--- config.mk ---
export PLATFORM = sky130hd
export DESIGN_NAME = line_segment_rasterizer_core
export DESIGN_NICKNAME = d
export VERILOG_FILES = /design/src/hdl/lsr_pkg.sv /design/src/hdl/lsr_front.sv /design/src/hdl/lsr_queue.sv /design/src/hdl/lsr_back.sv /design/src/hdl/line_segment_rasterizer_core.sv
export SDC_FILE = /design/constraint.sdc
export NUM_CORES = 1
export LEC_CHECK = 0
export ABC_CLOCK_PERIOD_IN_PS = 4630
export BUFFER_PORTS_ARGS = -buffer_cell sky130_fd_sc_hd__buf_2
export CAP_MARGIN = 20
export CORE_MARGIN = 3
export CORE_UTILIZATION = 50
export DETAILED_ROUTE_END_ITERATION = 8
export HOLD_SLACK_MARGIN = 0.06
export PLACE_DENSITY = 0.71
export SYNTH_ARGS = -nofsm -noshare
export SYNTH_HDL_FRONTEND = slang
export SYNTH_SLANG_ARGS = --single-unit
--- constraint.sdc ---
create_clock -name clock -period 4.63 [get_ports clock]
set_clock_uncertainty 0.1 [all_clocks]
set_input_delay 0.2315 -clock clock [delete_from_list [all_inputs] [get_ports clock]]
set_output_delay 0.2315 -clock clock [all_outputs]
set_load 0.01 [all_outputs]
--- src/hdl/lsr_pkg.sv ---
// shared types and constants for the line segment rasterizer
package lsr_pkg;

   localparam int COORD_W = 6;
   localparam int ADDR_W  = 4;
   localparam int DATA_W  = 32;

   localparam logic [1:0] REG_IMAGE_WIDTH  = 2'd0;
   localparam logic [1:0] REG_IMAGE_HEIGHT = 2'd1;
   localparam logic [1:0] REG_DRAW_LEVEL   = 2'd2;

   typedef struct packed {
      logic [COORD_W-1:0]      maj0;
      logic [COORD_W-1:0]      min0;
      logic [COORD_W-1:0]      dmaj;
      logic signed [COORD_W:0] dmin;
      logic                    step_col;
   } seg_type;

   typedef struct packed {
      logic    push;
      seg_type data;
   } push_type;

   typedef struct packed {
      logic    valid;
      seg_type data;
   } head_type;

endpackage

--- src/hdl/lsr_front.sv ---
// front end: range check and major/minor axis classification of a segment
module lsr_front #(
   parameter int MAX_DIM = 64
) (
   input  logic              req_valid,
   output logic              req_stall,
   input  logic signed [7:0] req_start_col,
   input  logic signed [7:0] req_start_row,
   input  logic signed [7:0] req_end_col,
   input  logic signed [7:0] req_end_row,
   input  logic [6:0]        image_width,
   input  logic [6:0]        image_height,
   input  logic              queue_full,
   output lsr_pkg::push_type push
);

   logic [6:0]        lim_col;
   logic [6:0]        lim_row;
   logic              in_range;
   logic signed [7:0] dc;
   logic signed [7:0] dr;
   logic [7:0]        adc;
   logic [7:0]        adr;
   logic signed [7:0] ndc;
   logic signed [7:0] ndr;

   assign lim_col = (image_width  > 7'(MAX_DIM)) ? 7'(MAX_DIM) : image_width;
   assign lim_row = (image_height > 7'(MAX_DIM)) ? 7'(MAX_DIM) : image_height;

   assign in_range = !req_start_col[7] && (req_start_col[6:0] < lim_col) &&
                     !req_end_col[7]   && (req_end_col[6:0]   < lim_col) &&
                     !req_start_row[7] && (req_start_row[6:0] < lim_row) &&
                     !req_end_row[7]   && (req_end_row[6:0]   < lim_row);

   assign dc  = req_end_col - req_start_col;
   assign dr  = req_end_row - req_start_row;
   assign ndc = -dc;
   assign ndr = -dr;
   assign adc = dc[7] ? ndc : dc;
   assign adr = dr[7] ? ndr : dr;

   assign req_stall = queue_full;

   always_comb begin
      push.push          = req_valid && !queue_full && in_range;
      push.data.step_col = (adr <= adc);
      if (adr <= adc) begin
         push.data.dmaj = adc[lsr_pkg::COORD_W-1:0];
         if (!dc[7]) begin
            push.data.maj0 = req_start_col[lsr_pkg::COORD_W-1:0];
            push.data.min0 = req_start_row[lsr_pkg::COORD_W-1:0];
            push.data.dmin = dr[lsr_pkg::COORD_W:0];
         end else begin
            push.data.maj0 = req_end_col[lsr_pkg::COORD_W-1:0];
            push.data.min0 = req_end_row[lsr_pkg::COORD_W-1:0];
            push.data.dmin = ndr[lsr_pkg::COORD_W:0];
         end
      end else begin
         push.data.dmaj = adr[lsr_pkg::COORD_W-1:0];
         if (!dr[7]) begin
            push.data.maj0 = req_start_row[lsr_pkg::COORD_W-1:0];
            push.data.min0 = req_start_col[lsr_pkg::COORD_W-1:0];
            push.data.dmin = dc[lsr_pkg::COORD_W:0];
         end else begin
            push.data.maj0 = req_end_row[lsr_pkg::COORD_W-1:0];
            push.data.min0 = req_end_col[lsr_pkg::COORD_W-1:0];
            push.data.dmin = ndc[lsr_pkg::COORD_W:0];
         end
      end
   end

endmodule

--- src/hdl/lsr_queue.sv ---
// two-entry segment queue between front end and stepper
module lsr_queue (
   input  logic              clock,
   input  logic              reset,
   input  lsr_pkg::push_type push,
   input  logic              pop,
   output logic              full,
   output lsr_pkg::head_type head
);

   lsr_pkg::seg_type entry_ff [2];
   logic       wr_ptr_ff, wr_ptr_in;
   logic       rd_ptr_ff, rd_ptr_in;
   logic [1:0] count_ff,  count_in;
   logic       do_pop;

   assign full       = (count_ff == 2'd2);
   assign head.valid = (count_ff != 2'd0);
   assign head.data  = entry_ff[rd_ptr_ff];
   assign do_pop     = pop && head.valid;

   always_comb begin
      wr_ptr_in = wr_ptr_ff ^ push.push;
      rd_ptr_in = rd_ptr_ff ^ do_pop;
      count_in  = count_ff + {1'b0, push.push} - {1'b0, do_pop};
   end

   always_ff @(posedge clock) begin
      if (push.push) begin
         entry_ff[wr_ptr_ff] <= push.data;
      end
      if (reset) begin
         wr_ptr_ff <= 1'b0;
         rd_ptr_ff <= 1'b0;
         count_ff  <= 2'd0;
      end else begin
         wr_ptr_ff <= wr_ptr_in;
         rd_ptr_ff <= rd_ptr_in;
         count_ff  <= count_in;
      end
   end

endmodule

--- src/hdl/lsr_back.sv ---
// back end: incremental rational stepper with registered pixel output
module lsr_back (
   input  logic              clock,
   input  logic              reset,
   input  lsr_pkg::head_type head,
   output logic              pop,
   input  logic [7:0]        draw_level,
   output logic              rsp_valid,
   input  logic              rsp_stall,
   output logic [5:0]        rsp_pixel_col,
   output logic [5:0]        rsp_pixel_row,
   output logic [7:0]        rsp_pixel_level,
   output logic              rsp_last_pixel
);

   localparam int CW = lsr_pkg::COORD_W;

   logic              active_ff,   active_in;
   logic [CW-1:0]     major_ff,    major_in;
   logic [CW-1:0]     minor_ff,    minor_in;
   logic [CW-1:0]     remain_ff,   remain_in;
   logic signed [9:0] resid_ff,    resid_in;
   logic [CW:0]       den_ff,      den_in;
   logic signed [7:0] two_dmin_ff, two_dmin_in;
   logic              step_col_ff, step_col_in;
   logic              valid_ff,    valid_in;
   logic [CW-1:0]     col_ff,      col_in;
   logic [CW-1:0]     row_ff,      row_in;
   logic [7:0]        level_ff,    level_in;
   logic              last_ff,     last_in;
   logic              can_out;
   logic signed [9:0] resid_sum;
   logic signed [9:0] den_s;

   assign can_out   = !valid_ff || !rsp_stall;
   assign den_s     = signed'({3'b000, den_ff});
   assign resid_sum = resid_ff + 10'(two_dmin_ff);
   assign pop       = !active_ff;

   always_comb begin
      active_in   = active_ff;
      major_in    = major_ff;
      minor_in    = minor_ff;
      remain_in   = remain_ff;
      resid_in    = resid_ff;
      den_in      = den_ff;
      two_dmin_in = two_dmin_ff;
      step_col_in = step_col_ff;
      valid_in    = valid_ff;
      col_in      = col_ff;
      row_in      = row_ff;
      level_in    = level_ff;
      last_in     = last_ff;
      if (can_out) begin
         valid_in = 1'b0;
      end
      if (active_ff && can_out) begin
         valid_in  = 1'b1;
         col_in    = step_col_ff ? major_ff : minor_ff;
         row_in    = step_col_ff ? minor_ff : major_ff;
         level_in  = draw_level;
         last_in   = (remain_ff == '0);
         major_in  = major_ff + 1'b1;
         remain_in = remain_ff - 1'b1;
         if (remain_ff == '0) begin
            active_in = 1'b0;
         end
         if (resid_sum >= den_s) begin
            minor_in = minor_ff + 1'b1;
            resid_in = resid_sum - den_s;
         end else if (resid_sum < 0) begin
            minor_in = minor_ff - 1'b1;
            resid_in = resid_sum + den_s;
         end else begin
            resid_in = resid_sum;
         end
      end
      if (!active_ff && head.valid) begin
         active_in   = 1'b1;
         major_in    = head.data.maj0;
         minor_in    = head.data.min0;
         remain_in   = head.data.dmaj;
         resid_in    = signed'({4'b0000, head.data.dmaj});
         den_in      = {head.data.dmaj, 1'b0};
         two_dmin_in = {head.data.dmin, 1'b0};
         step_col_in = head.data.step_col;
      end
   end

   always_ff @(posedge clock) begin
      major_ff    <= major_in;
      minor_ff    <= minor_in;
      remain_ff   <= remain_in;
      resid_ff    <= resid_in;
      den_ff      <= den_in;
      two_dmin_ff <= two_dmin_in;
      step_col_ff <= step_col_in;
      col_ff      <= col_in;
      row_ff      <= row_in;
      level_ff    <= level_in;
      last_ff     <= last_in;
      if (reset) begin
         active_ff <= 1'b0;
         valid_ff  <= 1'b0;
      end else begin
         active_ff <= active_in;
         valid_ff  <= valid_in;
      end
   end

   assign rsp_valid       = valid_ff;
   assign rsp_pixel_col   = col_ff;
   assign rsp_pixel_row   = row_ff;
   assign rsp_pixel_level = level_ff;
   assign rsp_last_pixel  = last_ff;

endmodule

--- src/hdl/line_segment_rasterizer_core.sv ---
// line segment rasterizer top level: register port, front end, queue, stepper
// an accepted segment goes into the queue, then into the stepper once it is idle;
// its pixels leave through the output register, one pixel a cycle while rsp_stall
//   is low; each segment takes a load step first; out-of-image segments make no pixels
// reset clears queue and stepper and sets width 64, height 64, level 255
module line_segment_rasterizer_core #(
   parameter int MAX_DIM = 64
) (
   input  logic                         clock,
   input  logic                         reset,
   input  logic                         psel,
   input  logic                         penable,
   input  logic                         pwrite,
   input  logic [lsr_pkg::ADDR_W-1:0]   paddr,
   input  logic [lsr_pkg::DATA_W-1:0]   pwdata,
   output logic [lsr_pkg::DATA_W-1:0]   prdata,
   output logic                         pready,
   input  logic                         req_valid,
   output logic                         req_stall,
   input  logic signed [7:0]            req_start_col,
   input  logic signed [7:0]            req_start_row,
   input  logic signed [7:0]            req_end_col,
   input  logic signed [7:0]            req_end_row,
   output logic                         rsp_valid,
   input  logic                         rsp_stall,
   output logic [5:0]                   rsp_pixel_col,
   output logic [5:0]                   rsp_pixel_row,
   output logic [7:0]                   rsp_pixel_level,
   output logic                         rsp_last_pixel
);

   logic [6:0] image_width_ff,  image_width_in;
   logic [6:0] image_height_ff, image_height_in;
   logic [7:0] draw_level_ff,   draw_level_in;
   logic       csr_write;
   logic [1:0] csr_index;

   lsr_pkg::push_type push;
   lsr_pkg::head_type head;
   logic              queue_full;
   logic              pop;

   assign pready    = 1'b1;
   assign csr_write = psel && penable && pwrite;
   assign csr_index = paddr[3:2];

   always_comb begin
      image_width_in  = image_width_ff;
      image_height_in = image_height_ff;
      draw_level_in   = draw_level_ff;
      if (csr_write) begin
         case (csr_index)
            lsr_pkg::REG_IMAGE_WIDTH:  image_width_in  = pwdata[6:0];
            lsr_pkg::REG_IMAGE_HEIGHT: image_height_in = pwdata[6:0];
            lsr_pkg::REG_DRAW_LEVEL:   draw_level_in   = pwdata[7:0];
            default: ;
         endcase
      end
   end

   always_comb begin
      case (csr_index)
         lsr_pkg::REG_IMAGE_WIDTH:  prdata = {25'd0, image_width_ff};
         lsr_pkg::REG_IMAGE_HEIGHT: prdata = {25'd0, image_height_ff};
         lsr_pkg::REG_DRAW_LEVEL:   prdata = {24'd0, draw_level_ff};
         default:                   prdata = '0;
      endcase
   end

   always_ff @(posedge clock) begin
      if (reset) begin
         image_width_ff  <= 7'd64;
         image_height_ff <= 7'd64;
         draw_level_ff   <= 8'd255;
      end else begin
         image_width_ff  <= image_width_in;
         image_height_ff <= image_height_in;
         draw_level_ff   <= draw_level_in;
      end
   end

   lsr_front #(
      .MAX_DIM (MAX_DIM)
   ) u_front (
      .req_valid     (req_valid),
      .req_stall     (req_stall),
      .req_start_col (req_start_col),
      .req_start_row (req_start_row),
      .req_end_col   (req_end_col),
      .req_end_row   (req_end_row),
      .image_width   (image_width_ff),
      .image_height  (image_height_ff),
      .queue_full    (queue_full),
      .push          (push)
   );

   lsr_queue u_queue (
      .clock (clock),
      .reset (reset),
      .push  (push),
      .pop   (pop),
      .full  (queue_full),
      .head  (head)
   );

   lsr_back u_back (
      .clock           (clock),
      .reset           (reset),
      .head            (head),
      .pop             (pop),
      .draw_level      (draw_level_ff),
      .rsp_valid       (rsp_valid),
      .rsp_stall       (rsp_stall),
      .rsp_pixel_col   (rsp_pixel_col),
      .rsp_pixel_row   (rsp_pixel_row),
      .rsp_pixel_level (rsp_pixel_level),
      .rsp_last_pixel  (rsp_last_pixel)
   );

endmodule

==> metrics <==
Die Width=143 um; most common cell after layout, fill and taps aside=edfxtp_1; Critical Path Fanout Max=7; cell area after layout=10,800 um^2; mean post-synth cell area=10.4 um^2; dpl cell area=10,000 um^2; layout cells sized above 1=18.4%; HP Class=primary input to flop; fraction of the yosys area taken by sequential cells=42.6%; share of flip-flops with an asynchronous set or reset=0%; Max Cap Violations=0; FP Rows=49; placed cell count=1,196; PD cells=818 nW/um^2; initial antenna violation count=0; min Tclk post-route=4.38 ns; Max Buffers Root-to-Sink=2; pin count of the biggest net entering global routing=35; CTS tree=yes; EDFF count, synth=111; gr ovfl total=0; first-pass GRT wire length=33,300 um; Mapped Cells=895; io pins=131; Detailed Route Iter0 Violations=421; Tot Pwr=8.82 mW; layout net count=1,160; Post-synth top flop=edfxtp_1; Slew headroom=26.8%; gpl congestion=0.888; port buffer count=79; max-slew violation count=0; worst-margin pin slew=1.08 ns; critical path type=flop to flop; Initial Utilization=51.4%; TritonCTS sink count=143; Max VDD drop=0.000458 V; total CTS buffers=17; Max Freq=0.228 GHz; setup violators final=0; core region area=18,100 um^2; fin util=59.5%; area growth from synthesis to layout=15.6%; commonest cells after routing, fill and taps aside=edfxtp_1 (111), buf_2 (79), ha_1 (78); Syn Std Cell Area=9330 um^2; Die Footprint=20,300 um^2; drt wl/cell=16.6 um; Synth cell types=70; drt via density=5.46; fin crit share=94.5%; Synth Register Bits=143; CTS root buf=clkbuf_16; Global Route Usage Sum=20.4%; post-route DRC violation count=0; Yosys warning total=0; H-tree Lvls=4; Leak=4.42 nW; Fin Setup TNS=0 ns; WL final=20,600 um; CP startpoint kind=flop; Vias=6,778; Post-DRT Antenna Nets=0; Die H=143 um; # diodes=0; WP data required=4.66 ns; CP arrival=4.41 ns; Hold Vio Cnt, Final=0; HPWL after detailed placement=15,400 um; Clock Latency Late Sink=0.42 ns; drt first pass iters=5; outcome=finished clean; non-filler cells, final=1,241; Clock transition at path regs=0.06 ns; vias in the first global route=6,645; endpoint kind of the worst setup timing path=flop
per-stage QoR:
step	hold slack (ns)	setup WS, ns
2_1_floorplan	0.249	0.0131
3_3_place_gp	0.336	0.111
3_5_place_dp	0.338	0.0392
4_1_cts	0.164	0.0751
5_1_grt	0.186	-0.0292
6_report	0.177	0.252
cell families after synthesis:
group           Yosys count  synth area share (%)
mux                      90                  9.97
xor+xnor                 62                  5.82
other cells               2                0.0805
simple gates            233                  12.2
flops                   143                  42.6
buf+inv                 111                  5.58
compound gates          168                  11.8
fa+ha+maj                86                  12.0
synthesized netlist by cell type (24+ instances only):
library cell,count,area share [%]
a21oi_1,58,3.1
buf_4,26,2.1
dfxtp_1,32,6.9
edfxtp_1,111,36
ha_1,80,11
inv_1,53,2.1
mux2_2,24,2.9
mux2i_1,66,7.1
nand2_1,49,2.0
nor2_1,74,3.0
nor2b_1,25,1.7
o21ai_0,30,1.6
xnor2_1,40,3.8
flip-flops by register name, indices dropped and copies added (netlist names), 7 cells and up:
name and count:
u_queue.entry_ff 52, u_back.resid_ff 10, draw_level_ff 8, u_back.rsp_pixel_level 8
image_height_ff 7, image_width_ff 7, u_back.two_dmin_ff 7
final timing paths:
path / cells after the start / end / start / slack (ns)
min reg2reg: 0 / u_back.rsp_pixel_level[2]$_DFFE_PP_ / draw_level_ff[2]$_SDFFE_PP1P_ / 0.35
min: 3 / image_height_ff[4]$_SDFFE_PP0P_ / paddr[2] / 0.18
max reg2reg: 22 / u_back.minor_ff[5]$_DFFE_PP_ / u_back.two_dmin_ff[1]$_DFFE_PP_ / 0.25
max: 22 / u_back.minor_ff[5]$_DFFE_PP_ / u_back.two_dmin_ff[1]$_DFFE_PP_ / 0.25
per-layer routing:
layer,track usage [%],vias to the layer above,part of all wire (%)
met2,33.5,145,47
met4,6.40,0,1.8
li1,-,3381,-
met5,0,-,0
met3,3.28,28,3.9
met1,28.0,3224,47
worst max-delay path: stages (launching register included):
cell and delay, ns:
edfxtp_1 0.37, ha_1 0.26, fa_2 0.38, a21oi_2 0.15, nor2b_1 0.06, nor2_1 0.18, xnor2_2 0.11, ha_1 0.35
buf_4 0.18, a21oi_1 0.14, o211ai_1 0.10, a211o_1 0.31, nor2_4 0.12, nor2_4 0.06, clkinv_2 0.08, ha_1 0.22
a21o_1 0.19, a21oi_2 0.14, o21bai_1 0.09, a21oi_2 0.15, xnor2_1 0.15, xnor2_1 0.14, a21oi_1 0.09
timing repair:
action	CTS	global route
endpoints found under the hold margin	23	0
resized for setup	0	12
hold buffers	9	0
setup buffers	1	3
endpoints found under the setup margin	1	3
cloned	0	0
pin swaps	1	8
area by class of cell:
cell class | instances | area (um^2)
repair buffers | 118 | 736
multi-input cells | 664 | 5010
clock inverters | 12 | 138
inverters | 55 | 208
flip-flops and latches | 143 | 3970
fillers | 1499 | 7360
clock buffers | 20 | 437
well taps | 229 | 287
report_power, final:
group          switching, mW  total [mW]  internal (mW)
clock network          0.543        1.34          0.798
logic                   2.88        5.29           2.41
registers              0.200        2.19           1.99
total                   3.62        8.82           5.20
No activity file was read; power rests on OpenSTA's default activity.
